## config.mk

```make
export PLATFORM = sky130hd
export DESIGN_NAME = moving_average_level_meter
export DESIGN_NICKNAME = d
export VERILOG_FILES = /design/src/rtl/mavg_pkg.sv /design/src/rtl/mavg_cell.sv /design/src/rtl/mavg_divider.sv /design/src/rtl/moving_average_level_meter.sv
export SDC_FILE = /design/constraint.sdc
export NUM_CORES = 1
export LEC_CHECK = 0
export ABC_AREA = 1
export BUFFER_PORTS_ARGS = -buffer_cell sky130_fd_sc_hd__buf_2
export CORE_ASPECT_RATIO = 1.5
export CORE_MARGIN = 2
export CORE_UTILIZATION = 29
export DETAILED_ROUTE_END_ITERATION = 8
export PLACE_DENSITY = 0.44
export SLEW_MARGIN = 15
export SYNTH_ARGS = -nofsm -noshare
export SYNTH_HDL_FRONTEND = slang
export SYNTH_SLANG_ARGS = --single-unit
```

## constraint.sdc

```tcl
create_clock -name clk -period 18.1 [get_ports clk]
set_input_delay 0.905 -clock clk [delete_from_list [all_inputs] [get_ports clk]]
set_output_delay 0.905 -clock clk [all_outputs]
set_load 0.01 [all_outputs]
```

## src/rtl/mavg_pkg.sv

```systemverilog
// ----------------------------------------------------------------------------
// mavg_pkg
// Shared widths, constants and the level encoder of the moving average meter.
// ----------------------------------------------------------------------------
package mavg_pkg;

  localparam int WINDOW_DEFAULT = 16;
  localparam int SAMPLE_W       = 10;
  localparam int AVG_W          = 10;
  localparam int LEVEL_W        = 5;
  localparam int S_TDATA_W      = 16;
  localparam int M_TDATA_W      = 16;
  localparam int M_PAD_W        = M_TDATA_W - AVG_W - LEVEL_W;
  localparam int S_PAD_W        = S_TDATA_W - SAMPLE_W;
  localparam int AVG_MAX        = 1023;
  localparam int DIV_STEPS      = 3;

  localparam logic [AVG_W-1:0] LEVEL_B1 = AVG_W'(200);
  localparam logic [AVG_W-1:0] LEVEL_B2 = AVG_W'(400);
  localparam logic [AVG_W-1:0] LEVEL_B3 = AVG_W'(600);
  localparam logic [AVG_W-1:0] LEVEL_B4 = AVG_W'(800);

  localparam logic [LEVEL_W-1:0] LEVEL_1 = 5'h01;
  localparam logic [LEVEL_W-1:0] LEVEL_2 = 5'h02;
  localparam logic [LEVEL_W-1:0] LEVEL_3 = 5'h04;
  localparam logic [LEVEL_W-1:0] LEVEL_4 = 5'h08;
  localparam logic [LEVEL_W-1:0] LEVEL_5 = 5'h10;

  function automatic logic [LEVEL_W-1:0] level_code(input logic [AVG_W-1:0] avg);
    logic [LEVEL_W-1:0] code;
    if (avg <= LEVEL_B1) begin
      code = LEVEL_1;
    end else if (avg <= LEVEL_B2) begin
      code = LEVEL_2;
    end else if (avg <= LEVEL_B3) begin
      code = LEVEL_3;
    end else if (avg <= LEVEL_B4) begin
      code = LEVEL_4;
    end else begin
      code = LEVEL_5;
    end
    return code;
  endfunction

endpackage

```

## src/rtl/mavg_cell.sv

```systemverilog
// ----------------------------------------------------------------------------
// mavg_cell
// One sample slot of the history line; passes its sample on at each shift.
// ----------------------------------------------------------------------------
module mavg_cell #(
  parameter int WIDTH = mavg_pkg::SAMPLE_W
) (
  input  logic             clk,
  input  logic             shift_en,
  input  logic [WIDTH-1:0] din,
  output logic [WIDTH-1:0] dout
);

  logic [WIDTH-1:0] slot;

  always_ff @(posedge clk) begin
    if (shift_en) begin
      slot <= din;
    end
  end

  assign dout = slot;

endmodule

```

## src/rtl/mavg_divider.sv

```systemverilog
// ----------------------------------------------------------------------------
// mavg_divider
// Iterative restoring divider, STEPS quotient bits per cycle.
// ----------------------------------------------------------------------------
module mavg_divider #(
  parameter int SUM_W  = 14,
  parameter int DEN_W  = 5,
  parameter int QUOT_W = mavg_pkg::AVG_W,
  parameter int STEPS  = mavg_pkg::DIV_STEPS
) (
  input  logic              clk,
  input  logic              rst,
  input  logic              start,
  input  logic [SUM_W-1:0]  dividend,
  input  logic [DEN_W-1:0]  divisor,
  output logic              done,
  output logic [QUOT_W-1:0] quotient
);

  localparam int CYCLES = (QUOT_W + STEPS - 1) / STEPS;
  localparam int TOT_W  = CYCLES * STEPS;
  localparam int DSH_W  = SUM_W + DEN_W + TOT_W;
  localparam int CNT_W  = $clog2(CYCLES + 1);

  logic [DSH_W-1:0] rem;
  logic [DSH_W-1:0] dsh;
  logic [TOT_W-1:0] quot;
  logic [CNT_W-1:0] cnt;
  logic             busy;

  logic [DSH_W-1:0] rem_w;
  logic [DSH_W-1:0] dsh_w;
  logic [TOT_W-1:0] quot_w;

  // quotient is known to fit, so the divisor starts shifted to the top bit
  always_comb begin
    rem_w  = rem;
    dsh_w  = dsh;
    quot_w = quot;
    for (int k = 0; k < STEPS; k++) begin
      if (rem_w >= dsh_w) begin
        rem_w  = rem_w - dsh_w;
        quot_w = {quot_w[TOT_W-2:0], 1'b1};
      end else begin
        quot_w = {quot_w[TOT_W-2:0], 1'b0};
      end
      dsh_w = dsh_w >> 1;
    end
  end

  always_ff @(posedge clk) begin
    if (rst) begin
      busy <= 1'b0;
      done <= 1'b0;
      cnt  <= '0;
    end else if (start) begin
      rem  <= DSH_W'(dividend);
      dsh  <= DSH_W'(divisor) << (TOT_W - 1);
      quot <= '0;
      cnt  <= CNT_W'(CYCLES);
      busy <= 1'b1;
      done <= 1'b0;
    end else if (busy) begin
      rem  <= rem_w;
      dsh  <= dsh_w;
      quot <= quot_w;
      cnt  <= cnt - CNT_W'(1);
      if (cnt == CNT_W'(1)) begin
        busy <= 1'b0;
        done <= 1'b1;
      end
    end
  end

  assign quotient = quot[QUOT_W-1:0];

endmodule

```

## src/rtl/moving_average_level_meter.sv

```systemverilog
// ----------------------------------------------------------------------------
// moving_average_level_meter
// Moving average of converter samples with a one-hot level indication.
// ----------------------------------------------------------------------------
// Each sample word yields one result word holding the truncated mean of the
// last WINDOW samples (fewer during warm-up) and a one-hot level code with
// bounds at 200, 400, 600 and 800. Samples shift through a row of WINDOW
// cells; the oldest one leaves the running sum once the row is full. The
// accept starts the divider, which resolves three quotient bits per cycle
// for the warm-up mean sum/count, and the output load ends the word; no new
// sample is taken before it. The full-window mean is a shift of the sum. An
// unread result waits in the output register while the next sample is taken.
// ----------------------------------------------------------------------------
module moving_average_level_meter #(
  parameter int WINDOW = mavg_pkg::WINDOW_DEFAULT
) (
  input  logic                           clk,
  input  logic                           rst,
  input  logic                           s_tvalid,
  output logic                           s_tready,
  input  logic [mavg_pkg::S_TDATA_W-1:0] s_tdata,  // [9:0] sample
  output logic                           m_tvalid,
  input  logic                           m_tready,
  output logic [mavg_pkg::M_TDATA_W-1:0] m_tdata   // [9:0] average, [14:10] level
);

  localparam int SUM_W  = $clog2(WINDOW * mavg_pkg::AVG_MAX + 1);
  localparam int FILL_W = $clog2(WINDOW + 1);
  localparam int SHIFT  = FILL_W - 1;

  typedef enum logic {
    ST_IDLE,
    ST_DIV
  } state_t;

  state_t state;

  logic [SUM_W-1:0]  sum;
  logic [FILL_W-1:0] fill;

  logic [mavg_pkg::SAMPLE_W-1:0] tap [WINDOW+1];
  logic [mavg_pkg::SAMPLE_W-1:0] sample;
  logic                          accept;
  logic                          full;
  logic                          out_load;
  logic [SUM_W-1:0]              sum_next;
  logic [FILL_W-1:0]             fill_next;
  logic [SUM_W-1:0]              avg_shift;
  logic [mavg_pkg::AVG_W-1:0]    avg_full;
  logic [mavg_pkg::AVG_W-1:0]    avg_sel;
  logic [mavg_pkg::AVG_W-1:0]    div_quot;
  logic                          div_done;

  assign sample   = s_tdata[mavg_pkg::SAMPLE_W-1:0];
  assign s_tready = (state == ST_IDLE);
  assign accept   = s_tvalid && s_tready;
  assign full     = (fill == FILL_W'(WINDOW));
  assign out_load = (state == ST_DIV) && div_done && (!m_tvalid || m_tready);

  assign tap[0] = sample;

  for (genvar i = 0; i < WINDOW; i++) begin : g_cell
    mavg_cell #(
      .WIDTH (mavg_pkg::SAMPLE_W)
    ) u_cell (
      .clk      (clk),
      .shift_en (accept),
      .din      (tap[i]),
      .dout     (tap[i+1])
    );
  end

  // the last cell holds the sample that drops out of a full window
  always_comb begin
    if (full) begin
      sum_next  = sum - SUM_W'(tap[WINDOW]) + SUM_W'(sample);
      fill_next = fill;
    end else begin
      sum_next  = sum + SUM_W'(sample);
      fill_next = fill + FILL_W'(1);
    end
  end

  mavg_divider #(
    .SUM_W  (SUM_W),
    .DEN_W  (FILL_W),
    .QUOT_W (mavg_pkg::AVG_W),
    .STEPS  (mavg_pkg::DIV_STEPS)
  ) u_div (
    .clk      (clk),
    .rst      (rst),
    .start    (accept),
    .dividend (sum_next),
    .divisor  (fill_next),
    .done     (div_done),
    .quotient (div_quot)
  );

  // saturate for window sizes that are not a power of two
  always_comb begin
    avg_shift = sum >> SHIFT;
    if (avg_shift > SUM_W'(mavg_pkg::AVG_MAX)) begin
      avg_full = mavg_pkg::AVG_W'(mavg_pkg::AVG_MAX);
    end else begin
      avg_full = avg_shift[mavg_pkg::AVG_W-1:0];
    end
    avg_sel = full ? avg_full : div_quot;
  end

  always_ff @(posedge clk) begin
    if (rst) begin
      state    <= ST_IDLE;
      m_tvalid <= 1'b0;
      sum      <= '0;
      fill     <= '0;
    end else begin
      if (out_load) begin
        m_tvalid <= 1'b1;
        m_tdata  <= {{mavg_pkg::M_PAD_W{1'b0}}, mavg_pkg::level_code(avg_sel), avg_sel};
      end else if (m_tvalid && m_tready) begin
        m_tvalid <= 1'b0;
      end
      unique case (state)
        ST_IDLE: begin
          if (accept) begin
            sum   <= sum_next;
            fill  <= fill_next;
            state <= ST_DIV;
          end
        end
        ST_DIV: begin
          if (out_load) begin
            state <= ST_IDLE;
          end
        end
        default: begin
          state <= ST_IDLE;
        end
      endcase
    end
  end

endmodule

```

After elaboration in Yosys (flattened, before gate mapping)
Cells that the tools add are included.
{"block": "word_totals", "ff_bits": 270, "in_bits": 20, "output_inout_bits": 18, "elab_cells": 96}
{"block": "op_classes", "add_sub_neg": 8, "magnitude_cmp": 8, "eq_ne": 2, "n_mux": 28, "bitwise_logic": 2, "reduce_logical": 15}
{"op": "$mux W31", "n": 4}
{"op": "$ge A31 B26 Y1", "n": 1}
{"op": "$ge A31 B27 Y1", "n": 1}
{"op": "$ge A31 B28 Y1", "n": 1}
{"op": "$sub A31 B26 Y31", "n": 1}
{"op": "$sub A31 B27 Y31", "n": 1}
{"op": "$sub A31 B28 Y31", "n": 1}
{"op": "$mux W10", "n": 3}
{"op": "$add A14 B10 Y14", "n": 2}
{"op": "$mux W14", "n": 2}
{"op": "$mux W28", "n": 1}
{"op": "$le A10 B10 Y1 const B", "n": 2}
{"op": "$mux W16", "n": 1}
{"op": "$sub A14 B10 Y14", "n": 1}
{"op": "$gt A10 B10 Y1 const B", "n": 1}
{"op": "$le A10 B8 Y1 const B", "n": 1}
{"op": "$le A10 B9 Y1 const B", "n": 1}
{"op": "$mux W1", "n": 10}
{"op": "$mux W5", "n": 2}
{"op": "$mux W3", "n": 3}
{"op": "$reduce_and A2 Y1", "n": 4}
{"op": "$add A5 B1 Y5 const B", "n": 1}
{"op": "$eq A5 B5 Y1 const B", "n": 1}
{"op": "$logic_and A1 B1 Y1", "n": 4}
{"op": "10 further kinds", "n": 13}

Logic depth before layout (Yosys ltp)
{"block": "logic_depth", "depth_word": 8, "depth_mapped": 55, "ltp_nobuf": 52}

Modules after synthesis
From an unflattened synthesis, not the netlist that was laid out.
{"block": "hier_totals", "hier_cells": 1993, "area_unflattened_um2": 16184.3}
{"mod": "mavg_divider", "n_inst": 1, "cells_per_inst": 1240, "area_per_inst_um2": 7622.3, "seq_area_each_um2": 1811.7}
{"mod": "mavg_cell", "n_inst": 16, "cells_per_inst": 10, "area_per_inst_um2": 300.3, "seq_area_each_um2": 300.3}
{"mod": "moving_average_level_meter", "n_inst": 1, "cells_per_inst": 593, "area_per_inst_um2": 3757.4, "seq_area_each_um2": 870.8}

Worst setup path after synthesis
No wires, ideal clock.
{"block": "synth_path", "path_kind": "register -> register", "startpoint": "register u_div.dsh[2]", "endpoint": "register u_div.rem[11], data pin", "setup_ns": 0.259, "arrival_time_ns": 6.658, "t_required_ns": 17.841, "path_slack_ns": 11.183, "path_stages_with_launch": 52, "path_buffers": 6, "period_less_slack_ns": 6.917, "path_cell_list": "edfxtp_1 > inv_1 > ha_1 > buf_2 > nor2_2 > inv_1 > nand3_1 > nand2_2 > nand2_1 > nand2_1 > nand2_2 > nand2_4 > buf_2 > inv_1 > clkbuf_1 > nand2_1 > o21ai_0 > ha_1 > [16 not listed] > ha_1 > a21oi_1 > nand2_1 > a21boi_0 > o21ai_0 > a21oi_1 > o21ai_0 > nand2_1 > nand2_1 > nand2_1 > inv_1 > nor2_2 > nand3_4 > nor2_8 > buf_4 > nand3_1 > nand3_1 > nand2_1"}
{"block": "synth_via", "elab_chain_cells": 8, "word_cells_on_any_way": 11, "classes_between": "add/sub (3); order compare (3); mux (5)"}
{"item": "start: declaration", "line": "mavg_divider.sv:26", "source": "logic [DSH_W-1:0] dsh;"}
{"item": "start signal: assignment", "line": "mavg_divider.sv:58", "source": "dsh <= DSH_W'(divisor) << (TOT_W - 1);"}
{"item": "start signal: assignment", "line": "mavg_divider.sv:65", "source": "dsh <= dsh_w;"}
{"item": "$sub A31 B28 Y31 / $ge A31 B28 Y1 (equally long branches)", "line": "mavg_divider.sv:42, mavg_divider.sv:41"}
{"item": "$mux W31", "line": "mavg_divider.sv:41", "source": "if (rem_w >= dsh_w) begin"}
{"item": "$sub A31 B27 Y31 / $ge A31 B27 Y1 (equally long branches)", "line": "mavg_divider.sv:42, mavg_divider.sv:41"}
{"item": "$mux W31", "line": "mavg_divider.sv:41"}
{"item": "$sub A31 B26 Y31 / $ge A31 B26 Y1 (equally long branches)", "line": "mavg_divider.sv:42, mavg_divider.sv:41"}
{"item": "$mux W31 (*)", "line": "mavg_divider.sv:41"}
{"item": "$mux W31 (*)", "line": "mavg_divider.sv:63", "source": "end else if (busy) begin"}
{"item": "$mux W14 (*)", "line": "mavg_divider.sv:56", "source": "end else if (start) begin"}
{"item": "end signal: assignment", "line": "mavg_divider.sv:57", "source": "rem <= DSH_W'(dividend);"}
{"item": "end signal: assignment", "line": "mavg_divider.sv:64", "source": "rem <= rem_w;"}
{"item": "end: declaration", "line": "mavg_divider.sv:25", "source": "logic [DSH_W-1:0] rem;"}
Mark *: on every way between the ends. The rest lies on a longest branch, timed or not. The select of a mux whose other input is x is not followed.
A chain may end at the register's enable or synchronous reset.

Worst setup path in the final report
{"block": "layout_path", "startpoint": "register u_div.rem[15]", "endpoint": "register u_div.rem[27], data pin"}
{"block": "layout_via", "elab_chain_cells": 7, "word_cells_on_any_way": 10, "classes_between": "add/sub (3); order compare (3); mux (4)"}
{"item": "$sub A31 B28 Y31 / $ge A31 B28 Y1 (equally long branches)", "line": "mavg_divider.sv:42, mavg_divider.sv:41"}
{"item": "$mux W31 (*)", "line": "mavg_divider.sv:41"}
{"item": "$sub A31 B27 Y31 / $ge A31 B27 Y1 (equally long branches)", "line": "mavg_divider.sv:42, mavg_divider.sv:41"}
{"item": "$mux W31 (*)", "line": "mavg_divider.sv:41"}
{"item": "$sub A31 B26 Y31 / $ge A31 B26 Y1 (equally long branches)", "line": "mavg_divider.sv:42, mavg_divider.sv:41"}
{"item": "$mux W31 (*)", "line": "mavg_divider.sv:41"}
{"item": "$mux W31 (*)", "line": "mavg_divider.sv:63"}
Marks and branches as above.

==> flow_metrics.tcl <==
set metrics [dict create \
    achievable-frequency_mhz 99.2 \
    grt_first_pass_wirelength_um 64200 \
    grt-ovfl-total 0 \
    hold_viol 0 \
    critPathLaunchType "flip-flop" \
    number_of_global_route_vias_before_repair 11600 \
    detail-route-antenna-nets 0 \
    vias 11400 \
    layout.cells.non_filler 2478 \
    clock-sinks 258 \
    netlist.top_cell.by_area "edfxtp_1" \
    port-buffer-count 30 \
    fp.dieArea_um2 54300 \
    synthesis.nets 1859 \
    tritoncts "yes" \
    syn_area_um2 15200 \
    delay_of_the_slowest_cell_on_the_worst_path_ps 510 \
    final_period_minus_worst_setup_slack_ps 10080 \
    synthesis.instances 1749 \
    most_frequent_cells_in_the_layout "nand2_1 (459), inv_1 (269), edfxtp_1 (232)" \
    holdCritPathClass "flip-flop to flip-flop" \
    tritoncts.num_buffers 28 \
    final_layout_size_suffix_gt1_share_pct 8.82 \
    gr-usage-met3_pct 1.58 \
    drt_first_pass_iters 5 \
    core.rowCount 102 \
    grt_antenna_before_repair 0 \
    postSynthRegisterBits 258 \
    initial_utilization_pct 29.4 \
    fin_crit_sh_pct 55.7 \
    synth_seq_area_share_pct 49.3 \
    setup_viol_count_final 0 \
    cts-root-to-sink-buffers 3 \
    critical-path-top-cell-by-count "nand2_1" \
    final_max_slew_viol_count 0 \
    clkLatencyLatePin_ps 560 \
    crit_path_max_fanout 43 \
    multi_input_comb_area_um2 6490 \
    place_congestion 0.917 \
    place.detailed.instances 2426 \
    run_status "completed" \
    vias_per_cell 4.60 \
    remaining_drc_errors 0 \
    edff_count_synth 232 \
    max_cap_violations 0 \
    fin_nets 1890 \
    grt.busiest_layer "met2" \
    synth.distinct_cells 49 \
    synthFlopType "edfxtp_1" \
    wire_per_inst_um 16.6 \
    chipWidth_um 191 \
    cts_setup_buffers 0 \
    netlist.area_leader.share_pct 45.8 \
    power_density_nw_per_um2 187 \
    final.fill_count 5425 \
    vdd_drop_max_uv 85.7 \
    area_delta_synth_final_pct 12.1 \
    critical-path-top-delay-family "simple AND/OR/NAND/NOR gates" \
    area.sequential_um2 7490 \
    wirelength_um 41200 \
    layout.cells.most_common "nand2_1" \
    floorplan.core_area_um2 51700 \
    htree_levels 1 \
    worst_ep_arrival_time_ps 10350 \
    worstSetupPathType "flip-flop to flip-flop" \
    critical_path_required_ps 18370 \
    met1_usage_pct 15.6 \
    grt_max_degree 189 \
    setup_repair_after_global_routing_missed_its_margin "false" \
    worstPathBufferInverterCount 6 \
    placement_stage_cell_area_um2 16100 \
    clock_root_buffer_master "clkbuf_16" \
    synth_area_per_cell_um2 8.69 \
    maxSlewHeadroom_pct 31.9 \
    ys.warnings.count 0 \
    fin_skew_ps 11.8 \
    cp_slowest_cell "edfxtp_1" \
    end_kind "flip-flop" \
    post_cts_gate_resize_count 0 \
    global_route_met2_usage_pct 30.6 \
    postCtsHoldBufs 0 \
    final_cell_area_um2 17000 \
    antenna_cells 0 \
    synth.top_cells.by_area "edfxtp_1 (46%), nand2_1 (11%), inv_1 (6.6%), ha_1 (6.3%), nor2_1 (3.9%)" \
    static_leak_nw 7.40 \
    clk_pin_slew_ps 70 \
    die_height_um 284 \
    setup_total_negative_slack_ps 0 \
    ioPinCount 38 \
    timing_worst_slew_pin_value_ps 1010 \
    place.detailed.hpwl_um 31500 \
    share_of_async_settable_or_async_resettable_flops_after_synthesis_pct 0 \
    gr-usage-all-layers_pct 15.4 \
    detail_route.iter0.violations 610 \
]
layout make-up:
cell class | instances | share of cell area [%]
clock buffers | 30 | 4.28
clock inverters | 22 | 1.42
inverters | 282 | 6.21
multi-input cells | 1177 | 38.1
flip-flops and latches | 258 | 43.9
well taps | 676 | 4.96
repair buffers | 33 | 1.09
logic make-up after synthesis:
group,share of synthesized area [%]
other,0.0247
flip-flops,49.3
adder cells (fa/ha/maj),8.10
XOR/XNOR,3.28
AO/OA/AOI/OAI,7.20
AND/OR/NAND/NOR,24.0
buffers and inverters,8.17
Yosys cell counts (all sizes together) (13+ instances only):
cell type	n
dfxtp	26
clkbuf	19
edfxtp	232
buf	13
nand2	493
nand4	16
xor2	26
fa	14
ha	76
xnor2	31
a21oi	63
nor3	15
nand3	120
o22ai	19
o21ai	85
nor2	175
inv	279
stage by stage:
stage               hold WS, ps  utilization (%)  worst slack [ps]  total power, mW
floorplan                   400                -             11180             2.18
global placement            405             31.1              7870             2.60
detailed placement          405             31.1              7910             2.60
CTS                         413             33.0              7880             3.23
global route                416             33.0              7190             3.48
finish                      409             33.0              8020             3.19
state kept, by name, summed over array words and instances, names as in the netlist:
name                flops
sum                    14
u_div.rem              31
u_div.dsh              16
u_div.busy              1
u_div.cnt               3
m_tdata                15
g_cell.u_cell.dout    160
u_div.done              1
u_div.quot             10
m_tvalid                1
state                   1
fill                    5
worst paths after layout:
path                                                start                         to  slack (ps)  cells past startpoint
worst max-delay path                        u_div.rem[15]              u_div.rem[27]        8020                     45
worst min-delay path            g_cell[14].u_cell.dout[2]  g_cell[15].u_cell.dout[2]         410                      0
worst max register to register              u_div.rem[15]              u_div.rem[27]        8020                     45
worst min register to register  g_cell[14].u_cell.dout[2]  g_cell[15].u_cell.dout[2]         410                      0
layer usage:
metal	part of all wire (%)	vias up
met4	5.0	0
met5	0	-
li1	-	5795
met1	37	5329
met2	56	188
met3	2.6	77
report_power, final:
group	leakage (nW)	total [mW]	internal (mW)	switching, mW
registers	2.42	0.786	0.750	0.0360
logic	4.51	1.80	0.647	1.16
clock network	0.472	0.603	0.353	0.250
total	7.40	3.19	1.75	1.44
Power figures use the tool's default switching activity.
